<file path="config.mk">
export PLATFORM = sky130hd
export DESIGN_NAME = path_name_validator_core
export DESIGN_NICKNAME = d
export VERILOG_FILES = /design/src/rtl/pnv_pkg.sv /design/src/rtl/pnv_front.sv /design/src/rtl/pnv_queue.sv /design/src/rtl/pnv_back.sv /design/src/rtl/path_name_validator_core.sv
export SDC_FILE = /design/constraint.sdc
export NUM_CORES = 1
export LEC_CHECK = 0
export BUFFER_PORTS_ARGS = -buffer_cell sky130_fd_sc_hd__buf_4
export CELL_PAD_IN_SITES_DETAIL_PLACEMENT = 0
export CELL_PAD_IN_SITES_GLOBAL_PLACEMENT = 1
export CORE_AREA = 2 2 59 61
export DETAILED_ROUTE_END_ITERATION = 10
export DIE_AREA = 0 0 61 63
export PLACE_DENSITY_LB_ADDON = 0.1
export SETUP_SLACK_MARGIN = 0.3
export SLEW_MARGIN = 20
export SYNTH_ARGS = -nofsm -noshare
export SYNTH_HDL_FRONTEND = slang
export SYNTH_HIERARCHICAL = 1
export SYNTH_SLANG_ARGS = --single-unit
export TNS_END_PERCENT = 5
</file>
<file path="constraint.sdc">
create_clock -name i_clk -period 2.25 [get_ports i_clk]
set_input_delay 0.225 -clock i_clk [delete_from_list [all_inputs] [get_ports i_clk]]
set_output_delay 0.225 -clock i_clk [all_outputs]
set_load 0.1 [all_outputs]
</file>
<file path="src/rtl/pnv_pkg.sv">
// types, character codes and helper functions of the path name validator
package pnv_pkg;

    localparam logic [7:0] CH_SLASH  = 8'h2f;
    localparam logic [7:0] CH_DOT    = 8'h2e;
    localparam logic [7:0] CH_USCORE = 8'h5f;
    localparam logic [7:0] CH_DASH   = 8'h2d;
    localparam logic [7:0] CH_LC_A   = 8'h61;
    localparam logic [7:0] CH_LC_Z   = 8'h7a;
    localparam logic [7:0] CH_UC_A   = 8'h41;
    localparam logic [7:0] CH_UC_Z   = 8'h5a;
    localparam logic [7:0] CH_DIG_0  = 8'h30;
    localparam logic [7:0] CH_DIG_9  = 8'h39;

    // segment length only matters as 0, 1, 2 or more
    localparam int unsigned SEG_W = 2;
    localparam logic [SEG_W-1:0] SEG_SAT = '1;

    // classification queue between front and back
    localparam int unsigned Q_DEPTH = 2;
    localparam int unsigned Q_AW    = $clog2(Q_DEPTH);

    typedef struct packed {
        logic is_slash;
        logic is_dot;
        logic bad;
        logic last;
    } t_cls;

    function automatic logic allowed_char(input logic [7:0] ch);
        allowed_char = ch inside {[CH_LC_A:CH_LC_Z], [CH_UC_A:CH_UC_Z],
                                  [CH_DIG_0:CH_DIG_9], CH_DOT, CH_USCORE, CH_DASH};
    endfunction

    // a closing segment is bad if empty or "." or ".."
    function automatic logic close_bad(input logic [SEG_W-1:0] len, input logic dots);
        close_bad = (len == '0) || (dots && (len <= SEG_W'(2)));
    endfunction

endpackage

</file>
<file path="src/rtl/pnv_front.sv">
// front stage: takes characters and classifies them into queue words
module pnv_front (
    input  logic         i_push,
    input  logic [7:0]   i_ch,
    input  logic         i_last,
    output logic         o_full,
    input  logic         i_q_full,
    output logic         o_q_wr,
    output pnv_pkg::t_cls o_q_wdata
);
    import pnv_pkg::*;

    assign o_full             = i_q_full;
    assign o_q_wr             = i_push && !i_q_full;
    assign o_q_wdata.is_slash = (i_ch == CH_SLASH);
    assign o_q_wdata.is_dot   = (i_ch == CH_DOT);
    assign o_q_wdata.bad      = (i_ch != CH_SLASH) && !allowed_char(i_ch);
    assign o_q_wdata.last     = i_last;

endmodule

</file>
<file path="src/rtl/pnv_queue.sv">
// short queue of classified characters between front and back
module pnv_queue (
    input  logic          i_clk,
    input  logic          i_rst_n,
    input  logic          i_wr,
    input  pnv_pkg::t_cls i_wdata,
    output logic          o_full,
    input  logic          i_rd,
    output logic          o_empty,
    output pnv_pkg::t_cls o_rdata
);
    import pnv_pkg::*;

    t_cls             r_mem [Q_DEPTH];
    logic [Q_AW-1:0]  r_wptr;
    logic [Q_AW-1:0]  r_rptr;
    logic [Q_AW:0]    r_cnt;
    logic             wr_en;
    logic             rd_en;

    assign o_full  = (r_cnt == (Q_AW+1)'(Q_DEPTH));
    assign o_empty = (r_cnt == '0);
    assign wr_en   = i_wr && !o_full;
    assign rd_en   = i_rd && !o_empty;
    assign o_rdata = r_mem[r_rptr];

    always_ff @(posedge i_clk) begin
        if (wr_en) begin
            r_mem[r_wptr] <= i_wdata;
        end
    end

    always_ff @(posedge i_clk) begin
        if (!i_rst_n) begin
            r_wptr <= '0;
            r_rptr <= '0;
            r_cnt  <= '0;
        end else begin
            if (wr_en) begin
                r_wptr <= r_wptr + 1'b1;
            end
            if (rd_en) begin
                r_rptr <= r_rptr + 1'b1;
            end
            if (wr_en && !rd_en) begin
                r_cnt <= r_cnt + 1'b1;
            end else if (rd_en && !wr_en) begin
                r_cnt <= r_cnt - 1'b1;
            end
        end
    end

endmodule

</file>
<file path="src/rtl/pnv_back.sv">
// back stage: name state update and result register
module pnv_back #(
    parameter int NAME_MAX = 63
) (
    input  logic          i_clk,
    input  logic          i_rst_n,
    input  logic          i_q_empty,
    input  pnv_pkg::t_cls i_cls,
    output logic          o_q_rd,
    output logic          o_empty,
    input  logic          i_pop,
    output logic          o_valid_res
);
    import pnv_pkg::*;

    localparam int unsigned CNT_W = $clog2(NAME_MAX + 2);
    localparam logic [CNT_W-1:0] CNT_MAX = CNT_W'(NAME_MAX + 1);
    localparam logic [CNT_W-1:0] CNT_LIM = CNT_W'(NAME_MAX);

    logic [CNT_W-1:0] r_cnt, n_cnt;
    logic [SEG_W-1:0] r_len, n_len;
    logic             r_dots, n_dots;
    logic             r_err, n_err;
    logic             r_out_vld;
    logic             r_res;
    logic             take;
    logic             first;
    logic             fin_ok;

    assign take   = !i_q_empty && (!i_cls.last || !r_out_vld || i_pop);
    assign o_q_rd = take;
    assign first  = (r_cnt == '0);

    always_comb begin
        n_cnt  = r_cnt;
        n_len  = r_len;
        n_dots = r_dots;
        n_err  = r_err;
        if (i_cls.is_slash) begin
            if (!first) begin
                n_err  = r_err | close_bad(r_len, r_dots);
                n_len  = '0;
                n_dots = 1'b1;
            end
        end else begin
            n_err  = r_err | i_cls.bad;
            n_dots = r_dots & i_cls.is_dot;
            if (r_len != SEG_SAT) begin
                n_len = r_len + 1'b1;
            end
        end
        if (r_cnt < CNT_MAX) begin
            n_cnt = r_cnt + 1'b1;
        end
    end

    assign fin_ok = !(n_err || close_bad(n_len, n_dots) || (n_cnt > CNT_LIM));

    always_ff @(posedge i_clk) begin
        if (!i_rst_n) begin
            r_cnt  <= '0;
            r_len  <= '0;
            r_dots <= 1'b1;
            r_err  <= 1'b0;
        end else if (take) begin
            if (i_cls.last) begin
                r_cnt  <= '0;
                r_len  <= '0;
                r_dots <= 1'b1;
                r_err  <= 1'b0;
            end else begin
                r_cnt  <= n_cnt;
                r_len  <= n_len;
                r_dots <= n_dots;
                r_err  <= n_err;
            end
        end
    end

    always_ff @(posedge i_clk) begin
        if (!i_rst_n) begin
            r_out_vld <= 1'b0;
        end else if (take && i_cls.last) begin
            r_out_vld <= 1'b1;
        end else if (i_pop) begin
            r_out_vld <= 1'b0;
        end
    end

    always_ff @(posedge i_clk) begin
        if (take && i_cls.last) begin
            r_res <= fin_ok;
        end
    end

    assign o_empty     = !r_out_vld;
    assign o_valid_res = r_res;

endmodule

</file>
<file path="src/rtl/path_name_validator_core.sv">
// top level of the path name validator: front, queue and back stage
// Checks a file name given one character per word (last marks its final
// character) and returns one word after the last character: valid_res is 1
// if the name has 1 to NAME_MAX characters, an optional leading slash,
// non-empty segments that are neither "." nor "..", and only letters,
// digits, dot, underscore and hyphen. One character is taken every cycle
// while the two-entry character queue has room; the back stage retires one
// character a cycle while the queue holds one. The last character is
// written into the queue when pushed, the verdict is registered when the
// back stage takes that character, and it sits in one result
// register; while it waits to be popped, non-final characters of the next
// name still flow, and only a final character stalls in the queue.
module path_name_validator_core #(
    parameter int NAME_MAX = 63
) (
    input  logic       i_clk,
    input  logic       i_rst_n,
    // character side
    input  logic       push,
    output logic       full,
    input  logic [7:0] i_ch,
    input  logic       i_last,
    // result side
    output logic       empty,
    input  logic       pop,
    output logic       o_valid_res
);
    import pnv_pkg::*;

    // queue write side from the front
    logic q_wr;
    t_cls q_wdata;
    logic q_full;
    // queue read side to the back
    logic q_rd;
    logic q_empty;
    t_cls q_rdata;

    // front: classify each character as slash, dot or illegal byte
    pnv_front u_front (
        .i_push    (push),
        .i_ch      (i_ch),
        .i_last    (i_last),
        .o_full    (full),
        .i_q_full  (q_full),
        .o_q_wr    (q_wr),
        .o_q_wdata (q_wdata)
    );

    // decoupling queue, lets the front keep taking words while the back waits
    pnv_queue u_queue (
        .i_clk   (i_clk),
        .i_rst_n (i_rst_n),
        .i_wr    (q_wr),
        .i_wdata (q_wdata),
        .o_full  (q_full),
        .i_rd    (q_rd),
        .o_empty (q_empty),
        .o_rdata (q_rdata)
    );

    // back: segment and length tracking, verdict on the final character
    pnv_back #(
        .NAME_MAX (NAME_MAX)
    ) u_back (
        .i_clk       (i_clk),
        .i_rst_n     (i_rst_n),
        .i_q_empty   (q_empty),
        .i_cls       (q_rdata),
        .o_q_rd      (q_rd),
        .o_empty     (empty),
        .i_pop       (pop),
        .o_valid_res (o_valid_res)
    );

endmodule

</file>
==> Flow_metrics.wiki <==
{| class="wikitable"
! Metric !! Value
|-
| Final Hold Viols || 0
|-
| Status || finished, final reports clean
|-
| Number of warnings issued by yosys || 6
|-
| Count of mapped cells out of synthesis || 142
|-
| Final worst setup slack || 395 ps
|-
| Initial antenna violation count || 0
|-
| CP Data Arrival Time || 2120 ps
|-
| Power per Cell Area || 1100 nW/um2
|-
| Worst-skew pair later-pin latency || 320 ps
|-
| Clock buffer depth || 2
|-
| First-pass GRT wire length || 4440 um
|-
| DR vias || 1,096
|-
| Post-synth top flop || dfxtp_1
|-
| DRC marker count from the first detailed-route iteration || 37
|-
| Worst min path class || in -> reg
|-
| Width of the chip || 61 um
|-
| Number of hold-repair buffers added at the cts stage || 0
|-
| Post-synthesis xor/xnor area fraction || 0.0522
|-
| Peak supply drop || 0.000604 V
|-
| I/O pins || 16
|-
| Summed instance area of the synthesized netlist || 1340 um2
|-
| Total clock sinks || 26
|-
| Slowest stage cell on the critical path || dfxtp_4
|-
| Initial Utilization || 0.415
|-
| Port Buf Inserts || 15
|-
| Num rows || 21
|-
| Async set or reset register ratio after synthesis || 0
|-
| Required time at the worst-slack endpoint || 2520 ps
|-
| Adder-cell area share of the yosys netlist || 0.0280
|-
| Endpoint class of the critical path || flip-flop
|-
| Hold WS || 78.4 ps
|-
| Total length of routed wires || 2680 um
|-
| Number of remaining DRC errors || 0
|-
| Number of setup violations in the final report || 0
|-
| Fraction of the cycle the final worst path needs || 0.825
|-
| Max Clock Freq || 539 MHz
|-
| Vias in the first global route || 1,058
|-
| Largest net degree at the start of global routing || 16
|-
| Kind of launch point of the worst setup path || flip-flop
|-
| Max_slew headroom || 0.711
|-
| ANT cells || 0
|-
| Die area || 3840 um2
|-
| Type of the worst setup path || reg -> reg
|-
| Final Slew Violations || 0
|-
| CTS buffer count || 3
|-
| Cell family with most CP delay || compound AO/OA/AOI/OAI gates
|-
| Slowest cell delay on critical path || 380 ps
|-
| Design area || 1650 um2
|-
| Fraction of synthesized area in multiplexers || 0.0336
|-
| Synth Area per Inst || 9.45 um2
|-
| Total of flip-flops plus latches after synthesis || 26
|-
| Post-detailed-placement half-perimeter wirelength || 2030 um
|-
| Clock slew at reported path FFs || 140 ps
|-
| Core area || 3230 um2
|-
| Worst Path Max Fanout || 5
|-
| Synth Net Count || 158
|-
| Setup slack at placement || 121 ps
|-
| Post-Synth Simple-Gate Area || 0.233
|-
| Total negative slack || 0 ps
|-
| CTS tree || yes
|-
| Dpl cell area || 1500 um2
|-
| CTS H-Tree Depth || 1
|-
| Shortest clock period the worst path allows after layout || 1860 ps
|-
| Post-synth cell types || 43
|-
| Total of fill cells in the finished design || 311
|-
| Area fraction in compound gates after synthesis || 0.150
|-
| Sequential share of the synthesized area || 0.455
|-
| Setup repair after global routing missed its margin || no
|-
| All-layer global routing usage || 0.154
|-
| Number of instances in the placed design || 201
|-
| Critical path cell sequence || mux2_4 -> a21oi_4 -> o21ai_2 -> ha_1 -> or3_1 -> a21oi_1
|-
| Power Total || 1.81 mW
|-
| Static power due to leakage || 0.678 nW
|-
| Die Ht || 63 um
|-
| Filler-free cell count of the finished design || 213
|-
| Max-cap check violation count || 0
|-
| Grt ovf || 0
|-
| Nets@finish || 184
|-
| Largest family of logic cells by synthesized area || simple AND/OR/NAND/NOR gates
|-
| Drt pass-1 iters || 5
|-
| Detail Route Antenna Nets || 0
|-
| Area growth from synthesis to layout || 22.6%
|-
| Clock tree root buffer cell || clkbuf_4
|-
| Count of flip-flops with a built-in enable after synthesis || 9
|-
| Transition at the pin with the smallest max-transition slack || 428 ps
|-
| Clock tree skew after final layout || 2.43 ps
|-
| Detail-routed net length per standard cell || 12.6 um
|-
| Fraction of layout cells with a size suffix above 1 || 0.281
|-
| Final standard cell utilization of the core || 0.509
|-
| CP Buf/Inv Count || 0
|-
| Final Wtd Congestion || 0.760
|-
| Vias per Instance || 5.15
|}
worst reg2reg max path, stage by stage (launching register included):
cell and delay (ps):
dfxtp_4 380, mux2_4 340, a21oi_4 170, o21ai_2 90, ha_1 330, or3_1 370
a21oi_1 140
synth_stat cells, drive strengths merged (2+ instances only):
cell	instances	area share
xor2	7	0.046
inv	12	0.034
nand2b	2	0.0093
nand3b	2	0.014
a21boi	2	0.011
ha	3	0.028
o21a	2	0.011
nand2	7	0.020
nand4	2	0.0093
buf	3	0.015
dfxtp	17	0.25
a21oi	9	0.036
nor2	19	0.053
nor3b	4	0.022
nand3	5	0.019
and3	5	0.024
mux2	4	0.034
o21ai	6	0.025
a31oi	2	0.0093
edfxtp	9	0.20
nor2b	3	0.014
metal layers:
layer / GRT usage / share of wire / vias up
met5: 0 / 0 / -
met4: 0.0489 / 0.015 / 0
met3: 0.0497 / 0.043 / 5
met2: 0.278 / 0.54 / 22
met1: 0.163 / 0.40 / 508
li1: - / - / 561
cell families after synthesis:
group	count (synthesis)
simple gates	56
compound gates	30
flops	26
buf+inv	15
xor+xnor	8
mux	4
fa+ha+maj	3
state kept, by name, indices dropped and copies added (netlist names), named ones only:
signal	count
u_back/r_cnt	7
u_queue/r_cnt	2
u_back/r_len	2
u_back/r_err	1
u_queue/r_mem	8
u_back/o_valid_res	1
u_back/r_dots	1
u_queue/r_wptr	1
u_queue/r_rptr	1
u_back/r_out_vld	1
cell usage in the layout, fill, tap and decap left out, drive strengths merged, types with 4 or more instances in the layout:
cell type and count:
mux2 4, nand3 5, dfxtp 17, edfxtp 9, o21ai 6, and3 5
nor2 19, nor3b 4, nand2 7, buf 24, a21oi 9, xor2 7
inv 12
path summary, 6_finish.rpt:
kind | from | end | slack [ps] | cells after the start
worst max-delay path | flip-flop | u_queue/r_cnt[1]$_SDFFE_PN0P_ | 390 | 6
worst min-delay path | i_last | u_queue/r_mem[0][0]$_DFFE_PP_ | 80 | 1
worst max register to register | flip-flop | u_queue/r_cnt[1]$_SDFFE_PN0P_ | 390 | 6
worst min register to register | u_back/r_cnt[1]$_SDFFE_PN0P_ | u_back/r_cnt[1]$_SDFFE_PN0P_ | 510 | 2
where the power goes:
part	switching, mW	internal (mW)
Clock	0.139	0.180
Combinational	0.479	0.335
Sequential	0.0717	0.606
area by class of cell:
class                           instances  area [um2]  area share
Clock buffer                            3        22.5      0.0137
Clock inverter                          1        30.0      0.0182
Inverter                               12        45.0      0.0274
Multi-Input combinational cell        101         693       0.421
Sequential cell                        26         618       0.375
Tap cell                               46        57.6      0.0350
Timing Repair Buffer                   24         180       0.109
what timing repair did:
item,4_1_cts,5_1_grt
resized for setup,5,7
endpoints found under the hold margin,0,0
setup buffers,1,7
setup endpoints to repair,1,1
pin swaps,1,1
(Power assumes the default switching activity.)
